## src/assert_macros.svh

```systemverilog
// Assertion helpers, sampled on the rising clock edge and off while in reset.
`ifndef ASSERT_MACROS_SVH
`define ASSERT_MACROS_SVH

`define CHK_PROP(lbl, clk, rst_n, prop) \
	lbl: assert property (@(posedge clk) disable iff (!rst_n) prop) \
		else $error("check failed");

`define CHK_NEVER(lbl, clk, rst_n, cond) \
	`CHK_PROP(lbl, clk, rst_n, !(cond))

`endif

```

## src/dbpi_pkg.sv

```systemverilog
package dbpi_pkg;

	typedef logic signed [31:0] q16_t;
	typedef logic signed [63:0] prod_t;

	localparam int IN_DATA_W  = 104;
	localparam int OUT_DATA_W = 136;
	localparam int CFG_IDX_W  = 3;
	localparam int CFG_DATA_W = 32;

	localparam q16_t Q16_MAX = 32'sh7fff_ffff;
	localparam q16_t Q16_MIN = 32'sh8000_0000;

	localparam logic [2:0] KIND_HIGH = 3'b001;
	localparam logic [2:0] KIND_LOW  = 3'b111;

	typedef enum logic [CFG_IDX_W-1:0] {
		REG_PROP_GAIN      = 3'd0,
		REG_INTEGRAL_GAIN  = 3'd1,
		REG_SAMPLE_PERIOD  = 3'd2,
		REG_DEAD_BAND      = 3'd3,
		REG_DIRECT_ACTION  = 3'd4,
		REG_LOOP_KIND      = 3'd5,
		REG_LOOP_ON        = 3'd6,
		REG_DERIVATIVE_OFF = 3'd7
	} cfg_reg_t;

	// floor(p / 2^16), saturated to Q16.16
	function automatic q16_t sat_shift16(prod_t p);
		logic [16:0] hi;
		hi = p[63:47];
		if ((&hi) || (~|hi))
			return q16_t'(p[47:16]);
		else if (p[63])
			return Q16_MIN;
		else
			return Q16_MAX;
	endfunction

	function automatic q16_t sat34(logic signed [33:0] v);
		if ((&v[33:31]) || (~|v[33:31]))
			return q16_t'(v[31:0]);
		else if (v[33])
			return Q16_MIN;
		else
			return Q16_MAX;
	endfunction

	function automatic q16_t sat33(logic signed [32:0] v);
		if (v[32] == v[31])
			return q16_t'(v[31:0]);
		else if (v[32])
			return Q16_MIN;
		else
			return Q16_MAX;
	endfunction

endpackage

```

## src/deadband_pi_increment.sv

```systemverilog
// Velocity-form PI step with an error deadband.
// s_axis carries one sample request: setpoint, measured, derivative_term and
// limit_active. m_axis returns one result request per sample: error after
// deadband, proportional term, integral increment, P plus D, direction flag
// and the updated flag. cfg_wr_en/cfg_addr/cfg_wdata write the eight
// setup registers; write them only while the block is idle.
// With the loop on, a sample passes error/deadband, three products on one
// shared 32x32 multiplier and the final add before m_axis_tvalid rises;
// with the loop off the held values come back; with the gain at or below
// GAIN_FLOOR the error value is held, the P, I and drive terms come back
// zero and goal_down is set. A new sample is taken only once the last one
// has left the sequencer: s_axis_tready is high only while it is idle.
// The held results double as the output register: a finished result waits
// there while m_axis_tready is low, and a new sample may already be taken;
// its last step waits until the pending result is taken.
// Reset clears the held results and the registers to their defaults
// (direct action, high-limit loop kind, loop off).
`include "assert_macros.svh"

module deadband_pi_increment #(
	parameter int GAIN_FLOOR = 0
) (
	input  logic                               clk,
	input  logic                               arst_n,
	input  logic                               cfg_wr_en,
	input  logic [dbpi_pkg::CFG_IDX_W-1:0]     cfg_addr,
	input  logic [dbpi_pkg::CFG_DATA_W-1:0]    cfg_wdata,
	input  logic                               s_axis_tvalid,
	output logic                               s_axis_tready,
	// setpoint[31:0], measured[63:32], derivative_term[95:64], limit_active[96]
	input  logic [dbpi_pkg::IN_DATA_W-1:0]     s_axis_tdata,
	output logic                               m_axis_tvalid,
	input  logic                               m_axis_tready,
	// error_value[31:0], prop_term[63:32], integral_step[95:64],
	// drive_term[127:96], goal_down[128], updated[129]
	output logic [dbpi_pkg::OUT_DATA_W-1:0]    m_axis_tdata
);
	import dbpi_pkg::*;

	localparam q16_t GAIN_FLOOR_Q = q16_t'(GAIN_FLOOR);

	typedef enum logic [2:0] {
		S_IDLE,
		S_ERR,
		S_MULP,
		S_MULI,
		S_SATI,
		S_MULT,
		S_DONE
	} state_t;

	// setup registers
	q16_t        prop_gain_q;
	q16_t        integral_gain_q;
	logic [30:0] sample_period_q;
	logic [30:0] dead_band_q;
	logic        direct_action_q;
	logic [2:0]  loop_kind_q;
	logic        loop_on_q;
	logic        derivative_off_q;

	state_t      state_q;
	logic        m_valid_q;
	q16_t        held_error_q;
	q16_t        held_prop_q;
	q16_t        held_step_q;
	q16_t        held_drive_q;
	logic        held_goal_q;
	logic        updated_q;

	// working registers
	logic signed [32:0] diff_q;
	q16_t               deriv_q;
	logic               lim_q;
	q16_t               err_q;
	logic               in_band_q;
	q16_t               pterm_q;
	q16_t               iterm_q;

	logic               accept;
	logic               out_free;
	logic               gain_ok;
	logic signed [32:0] sp_e;
	logic signed [32:0] pv_e;
	logic signed [33:0] diff_e;
	logic signed [33:0] db_e;
	logic signed [33:0] d_minus;
	logic signed [33:0] d_plus;
	logic               mul_en;
	q16_t               mul_a;
	q16_t               mul_b;
	prod_t              mul_p;
	q16_t               d_sel;
	logic               goal_next;

	assign accept   = s_axis_tvalid && s_axis_tready;
	assign out_free = !m_valid_q || m_axis_tready;
	assign gain_ok  = prop_gain_q > GAIN_FLOOR_Q;

	assign sp_e    = 33'(signed'(s_axis_tdata[31:0]));
	assign pv_e    = 33'(signed'(s_axis_tdata[63:32]));
	assign diff_e  = 34'(diff_q);
	assign db_e    = signed'({3'b000, dead_band_q});
	assign d_minus = diff_e - db_e;
	assign d_plus  = diff_e + db_e;

	always_comb begin
		mul_en = 1'b0;
		mul_a  = prop_gain_q;
		mul_b  = err_q;
		case (state_q)
			S_MULP: begin
				mul_en = 1'b1;
			end
			S_MULI: begin
				mul_en = 1'b1;
				mul_a  = integral_gain_q;
			end
			S_MULT: begin
				mul_en = 1'b1;
				mul_a  = iterm_q;
				mul_b  = signed'({1'b0, sample_period_q});
			end
			default: begin
				mul_en = 1'b0;
			end
		endcase
	end

	dbpi_mul u_mul (
		.clk (clk),
		.en  (mul_en),
		.a   (mul_a),
		.b   (mul_b),
		.p   (mul_p)
	);

	assign d_sel = derivative_off_q ? '0 : deriv_q;

	always_comb begin
		goal_next = held_goal_q;
		if (in_band_q) begin
			if (loop_kind_q == KIND_HIGH)
				goal_next = (lim_q == direct_action_q);
			else if (loop_kind_q == KIND_LOW)
				goal_next = (lim_q != direct_action_q);
		end else begin
			goal_next = !(pterm_q > 0);
		end
	end

	always_ff @(posedge clk or negedge arst_n) begin
		if (!arst_n) begin
			prop_gain_q      <= '0;
			integral_gain_q  <= '0;
			sample_period_q  <= '0;
			dead_band_q      <= '0;
			direct_action_q  <= 1'b1;
			loop_kind_q      <= KIND_HIGH;
			loop_on_q        <= 1'b0;
			derivative_off_q <= 1'b0;
		end else if (cfg_wr_en) begin
			case (cfg_reg_t'(cfg_addr))
				REG_PROP_GAIN:      prop_gain_q      <= q16_t'(cfg_wdata);
				REG_INTEGRAL_GAIN:  integral_gain_q  <= q16_t'(cfg_wdata);
				REG_SAMPLE_PERIOD:  sample_period_q  <= cfg_wdata[30:0];
				REG_DEAD_BAND:      dead_band_q      <= cfg_wdata[30:0];
				REG_DIRECT_ACTION:  direct_action_q  <= cfg_wdata[0];
				REG_LOOP_KIND:      loop_kind_q      <= cfg_wdata[2:0];
				REG_LOOP_ON:        loop_on_q        <= cfg_wdata[0];
				REG_DERIVATIVE_OFF: derivative_off_q <= cfg_wdata[0];
				default: ;
			endcase
		end
	end

	always_ff @(posedge clk) begin
		if (accept) begin
			diff_q  <= direct_action_q ? (sp_e - pv_e) : (pv_e - sp_e);
			deriv_q <= q16_t'(s_axis_tdata[95:64]);
			lim_q   <= s_axis_tdata[96];
		end
		if (state_q == S_ERR) begin
			in_band_q <= !(d_minus > 0) && !(d_plus < 0);
			if (d_minus > 0)
				err_q <= sat34(d_minus);
			else if (d_plus < 0)
				err_q <= sat34(d_plus);
			else
				err_q <= '0;
		end
		if (state_q == S_MULI) begin
			pterm_q <= sat_shift16(mul_p);
		end
		if (state_q == S_SATI) begin
			iterm_q <= sat_shift16(mul_p);
		end
	end

	always_ff @(posedge clk or negedge arst_n) begin
		if (!arst_n) begin
			state_q      <= S_IDLE;
			m_valid_q    <= 1'b0;
			held_error_q <= '0;
			held_prop_q  <= '0;
			held_step_q  <= '0;
			held_drive_q <= '0;
			held_goal_q  <= 1'b0;
			updated_q    <= 1'b0;
		end else begin
			if (m_axis_tready && state_q != S_DONE)
				m_valid_q <= 1'b0;
			case (state_q)
				S_IDLE: begin
					if (accept)
						state_q <= (loop_on_q && gain_ok) ? S_ERR : S_DONE;
				end
				S_ERR:  state_q <= S_MULP;
				S_MULP: state_q <= S_MULI;
				S_MULI: state_q <= S_SATI;
				S_SATI: state_q <= S_MULT;
				S_MULT: state_q <= S_DONE;
				S_DONE: begin
					if (out_free) begin
						m_valid_q <= 1'b1;
						updated_q <= loop_on_q;
						state_q   <= S_IDLE;
						if (loop_on_q) begin
							if (gain_ok) begin
								held_error_q <= err_q;
								held_prop_q  <= pterm_q;
								held_step_q  <= sat_shift16(mul_p);
								held_drive_q <= sat33(33'(pterm_q) + 33'(d_sel));
								held_goal_q  <= goal_next;
							end else begin
								held_prop_q  <= '0;
								held_step_q  <= '0;
								held_drive_q <= '0;
								held_goal_q  <= 1'b1;
							end
						end
					end
				end
				default: state_q <= S_IDLE;
			endcase
		end
	end

	assign s_axis_tready = (state_q == S_IDLE);
	assign m_axis_tvalid = m_valid_q;
	assign m_axis_tdata  = {6'b0, updated_q, held_goal_q, held_drive_q, held_step_q,
		held_prop_q, held_error_q};

	`CHK_PROP(a_busy_after_accept, clk, arst_n, accept |=> !s_axis_tready)
	`CHK_PROP(a_valid_from_done, clk, arst_n,
		$rose(m_axis_tvalid) |-> $past(state_q == S_DONE))
	`CHK_PROP(a_low_gain_clears, clk, arst_n,
		(state_q == S_DONE && out_free && loop_on_q && !gain_ok) |=>
		(held_step_q == 0 && held_drive_q == 0 && held_goal_q))

endmodule

```

## src/dbpi_mul.sv

```systemverilog
module dbpi_mul (
	input  logic           clk,
	input  logic           en,
	input  dbpi_pkg::q16_t a,
	input  dbpi_pkg::q16_t b,
	output dbpi_pkg::prod_t p
);
	import dbpi_pkg::*;

	prod_t p_q;

	always_ff @(posedge clk) begin
		if (en) begin
			p_q <= prod_t'(a) * prod_t'(b);
		end
	end

	assign p = p_q;

endmodule

```

## config.mk

```make
export PLATFORM = sky130hd
export DESIGN_NAME = deadband_pi_increment
export DESIGN_NICKNAME = d
export VERILOG_FILES = /design/src/dbpi_pkg.sv /design/src/deadband_pi_increment.sv /design/src/dbpi_mul.sv
export VERILOG_INCLUDE_DIRS = /design/src /design/src/src
export SDC_FILE = /design/constraint.sdc
export NUM_CORES = 2
export LEC_CHECK = 0
export BUFFER_PORTS_ARGS = -buffer_cell sky130_fd_sc_hd__buf_2
export CAP_MARGIN = 20
export CORE_ASPECT_RATIO = 1.2
export CORE_UTILIZATION = 50
export CTS_CLUSTER_SIZE = 14
export DETAILED_ROUTE_END_ITERATION = 16
export MAX_ROUTING_LAYER = met4
export PLACE_DENSITY = 0.72
export SYNTH_ARGS = -nofsm -noshare
export SYNTH_HDL_FRONTEND = slang
export SYNTH_SLANG_ARGS = --single-unit
```

## constraint.sdc

```tcl
create_clock -name clk -period 9.8 [get_ports clk]
set_input_delay 1.96 -clock clk [delete_from_list [all_inputs] [get_ports clk]]
set_output_delay 1.96 -clock clk [all_outputs]
set_load 0.05 [all_outputs]
```

==> flow_summary.json <==
{
  "grt_pass1_wl_um": 297000,
  "yosysTopAreaCell": "fa_1",
  "ys_top_cells_by_area": "fa_1 36%, dfrtp_1 11%, edfxtp_1 10%",
  "period_needed_ns": 9.45,
  "max-cap-violations": 0,
  "ys_ff_latch": 477,
  "cpMostUsedCell": "fa_1",
  "seq_area_um2": 13000,
  "hpwlAfterDp_um": 157000,
  "cp_slowest_stage_delay_ns": 0.59,
  "critPathArrivalTime_ns": 9.82,
  "die_height_um": 385,
  "worst_pin_slew_ns": 1.15,
  "finalSetupViolations": 0,
  "syn_avg_cell_area_um2": 9.75,
  "gr-total-overflow": 0,
  "track_usage_pct": 32.9,
  "crit_buf_inv": 5,
  "whs_path_depth": 2,
  "critPathCaptureType": "register",
  "final_core_utilization_pct": 55.8,
  "worst_slew_margin_rel_pct": 21.9,
  "cts_tree": "built",
  "tns_ns": 0,
  "first_iter_violations": 4233,
  "die_w_um": 321,
  "finalClockSkew_ns": 0.0472,
  "port_buffers": 268,
  "wire_per_inst_um": 23.5,
  "hold_viol": 0,
  "grt_pass1_vias": 50113,
  "yosysSeqAreaShare_pct": 21.2,
  "dieArea_um2": 124000,
  "multi_input_area_um2": 43200,
  "drc_errors": 0,
  "nFillCells": 10503,
  "cp_top_family": "adder cells",
  "critPathLaunchType": "register",
  "path_class": "register to register",
  "crit_fanout": 11,
  "syn2layout_area_growth_pct": 10.8,
  "stdcell_count": 8220,
  "wirelength_um": 193000,
  "cts_buffers": 51,
  "gp_congestion": 0.996,
  "cts.sinks": 477,
  "antenna_found_initial": 12,
  "clkTransAtPathRegs_ns": 0.06,
  "rows": 140,
  "drtAntennaViolNets": 0,
  "hold_class": "register to register",
  "crit_cells": 30,
  "nets": 8104,
  "hold_buffers": 0,
  "synth_cell_types": 86,
  "grt_max_degree": 147,
  "cp.required_ns": 10.17,
  "drv_slew": 0,
  "root_buffer": "clkbuf_16",
  "start_util_pct": 50.4,
  "synth-main-ff-cell": "dfrtp_1",
  "layout-drive-gt1-share_pct": 12.4,
  "rsz0062_at_grt": "false",
  "synthCells": 6277,
  "core-area_um2": 121000,
  "synth_warnings": 0,
  "clock_path_buffers": 3,
  "syn_area_um2": 61200,
  "max_freq_mhz": 106,
  "placed_cells": 8109,
  "clock_latency_ns": 0.64,
  "cts_max_level": 2,
  "ios": 282,
  "post-route-period-util_pct": 96.4,
  "num_vias": 47567,
  "via_per_inst": 5.79,
  "dr.pass1.iters": 7,
  "crit_path_top_delay_cell": "fa_1",
  "run_status": "finished clean",
  "yosysTopAreaCellShare_pct": 35.5,
  "rr_worst_depth": 30,
  "ys_async_sr_fraction_pct": 55.8,
  "synth_edf_count": 211
}
## routing by layer
metal / vias up / GRT usage [%] / part of all wire (%)
met5: - / - / 0
met4: 0 / 19.2 / 7.4
li1: 20444 / - / -
met2: 2368 / 52.7 / 48
met1: 24106 / 39.2 / 36
met3: 649 / 5.57 / 8.5
## flip-flops by register name (all words and copies together) (netlist names), 3 cells and up
name / cells
held_error_q: 32
integral_gain_q: 32
u_mul.p: 48
err_q: 32
diff_q: 33
held_step_q: 32
held_drive_q: 32
prop_gain_q: 32
pterm_q: 32
deriv_q: 32
state_q: 3
sample_period_q: 31
iterm_q: 32
loop_kind_q: 3
dead_band_q: 31
held_prop_q: 32
## what timing repair did
item | 4_1_cts | 5_1_grt
setup buffers | 0 | 4
resized for setup | 0 | 8
setup endpoints to repair | 0 | 11
## cell type report
type                            count  area share, %
Inverter                         1136           6.30
Antenna cell                        8         0.0295
Clock buffer                       72           2.12
Tap cell                         1633           3.01
Clock inverter                     24          0.432
Sequential cell                   477           19.2
Multi-Input combinational cell   4371           63.7
Timing Repair Buffer              499           5.19
## stage by stage
stage	instance area [um^2]	hold WS (ns)	setup slack, ns
floorplan	61200	0.432	0.368
global placement	65900	0.455	0.428
detailed placement	65900	0.457	0.356
CTS	67600	0.471	0.304
global route	67800	0.485	0.0589
finish	67800	0.463	0.354
## cell usage after synthesis (20+ instances only)
library cell / count
xor2_1: 35
nand4_1: 32
nand2b_1: 33
edfxtp_1: 211
nor2b_1: 69
a221o_1: 73
and3_1: 47
and2_1: 31
nand2_1: 725
o21ai_0: 115
nor3_1: 43
xnor2_1: 100
a211oi_1: 26
nor2_1: 686
clkbuf_1: 260
a22o_1: 71
nor4_1: 27
a21oi_1: 179
a31oi_1: 20
inv_1: 1133
mux2_2: 136
ha_1: 338
mux2i_1: 39
fa_1: 1086
o211ai_1: 21
nand3_1: 34
dfrtp_1: 264
a21o_1: 107
a221oi_1: 45
o21bai_1: 39
## path summary, 6_finish.rpt
check	to	slack [ns]	startpoint
max	u_mul.p[60]$_DFFE_PP_	0.35	state_q[0]$_DFFE_PN0P_
min	held_error_q[31]$_DFFE_PN0P_	0.46	err_q[31]$_DFFE_PP_
max reg2reg	u_mul.p[60]$_DFFE_PP_	0.35	state_q[0]$_DFFE_PN0P_
min reg2reg	held_error_q[31]$_DFFE_PN0P_	0.46	err_q[31]$_DFFE_PP_
max in group asynchronous	integral_gain_q[29]$_DFFE_PN0P_	7.01	arst_n
min in group asynchronous	dead_band_q[3]$_DFFE_PN0P_	1.42	arst_n
## cell families (layout without fill, tap and decap cells)
| kind of cell | count (synthesis) | in the layout | share of synthesized area (%) |
|---|---|---|---|
| AO/OA/AOI/OAI | 845 | 845 | 9.87 |
| XOR/XNOR | 135 | 135 | 1.93 |
| adder cells (fa/ha/maj) | 1424 | 1424 | 42.4 |
| buffers and inverters | 1435 | 1731 | 8.92 |
| flip-flops | 477 | 477 | 21.2 |
| multiplexers | 175 | 175 | 3.14 |
| other | 1 | 14 | 0.00613 |
| AND/OR/NAND/NOR | 1785 | 1786 | 12.4 |
## layout by cell type, fill, tap and decap left out, drive strengths merged, types with 39 or more instances in the layout
| cell type | count |
|---|---|
| a221oi | 45 |
| fa | 1086 |
| buf | 498 |
| nor2b | 70 |
| nand2 | 725 |
| mux2i | 39 |
| a21o | 107 |
| nor2 | 686 |
| o21bai | 39 |
| mux2 | 136 |
| o21ai | 126 |
| clkbuf | 72 |
| a22o | 71 |
| ha | 338 |
| a21oi | 182 |
| xnor2 | 100 |
| dfrtp | 264 |
| a221o | 73 |
| and3 | 47 |
| inv | 1136 |
| edfxtp | 211 |
| nor3 | 44 |
## tightest hold or removal path, delay by kind of cell, from the launching register on
kind	cells	cell delay, ns
AND/OR/NAND/NOR	2	0.10
flip-flops	1	0.34
Power is left out: the tool's default activity adds up to more than one toggle a clock period on the data nets, which glitch-free logic cannot reach.
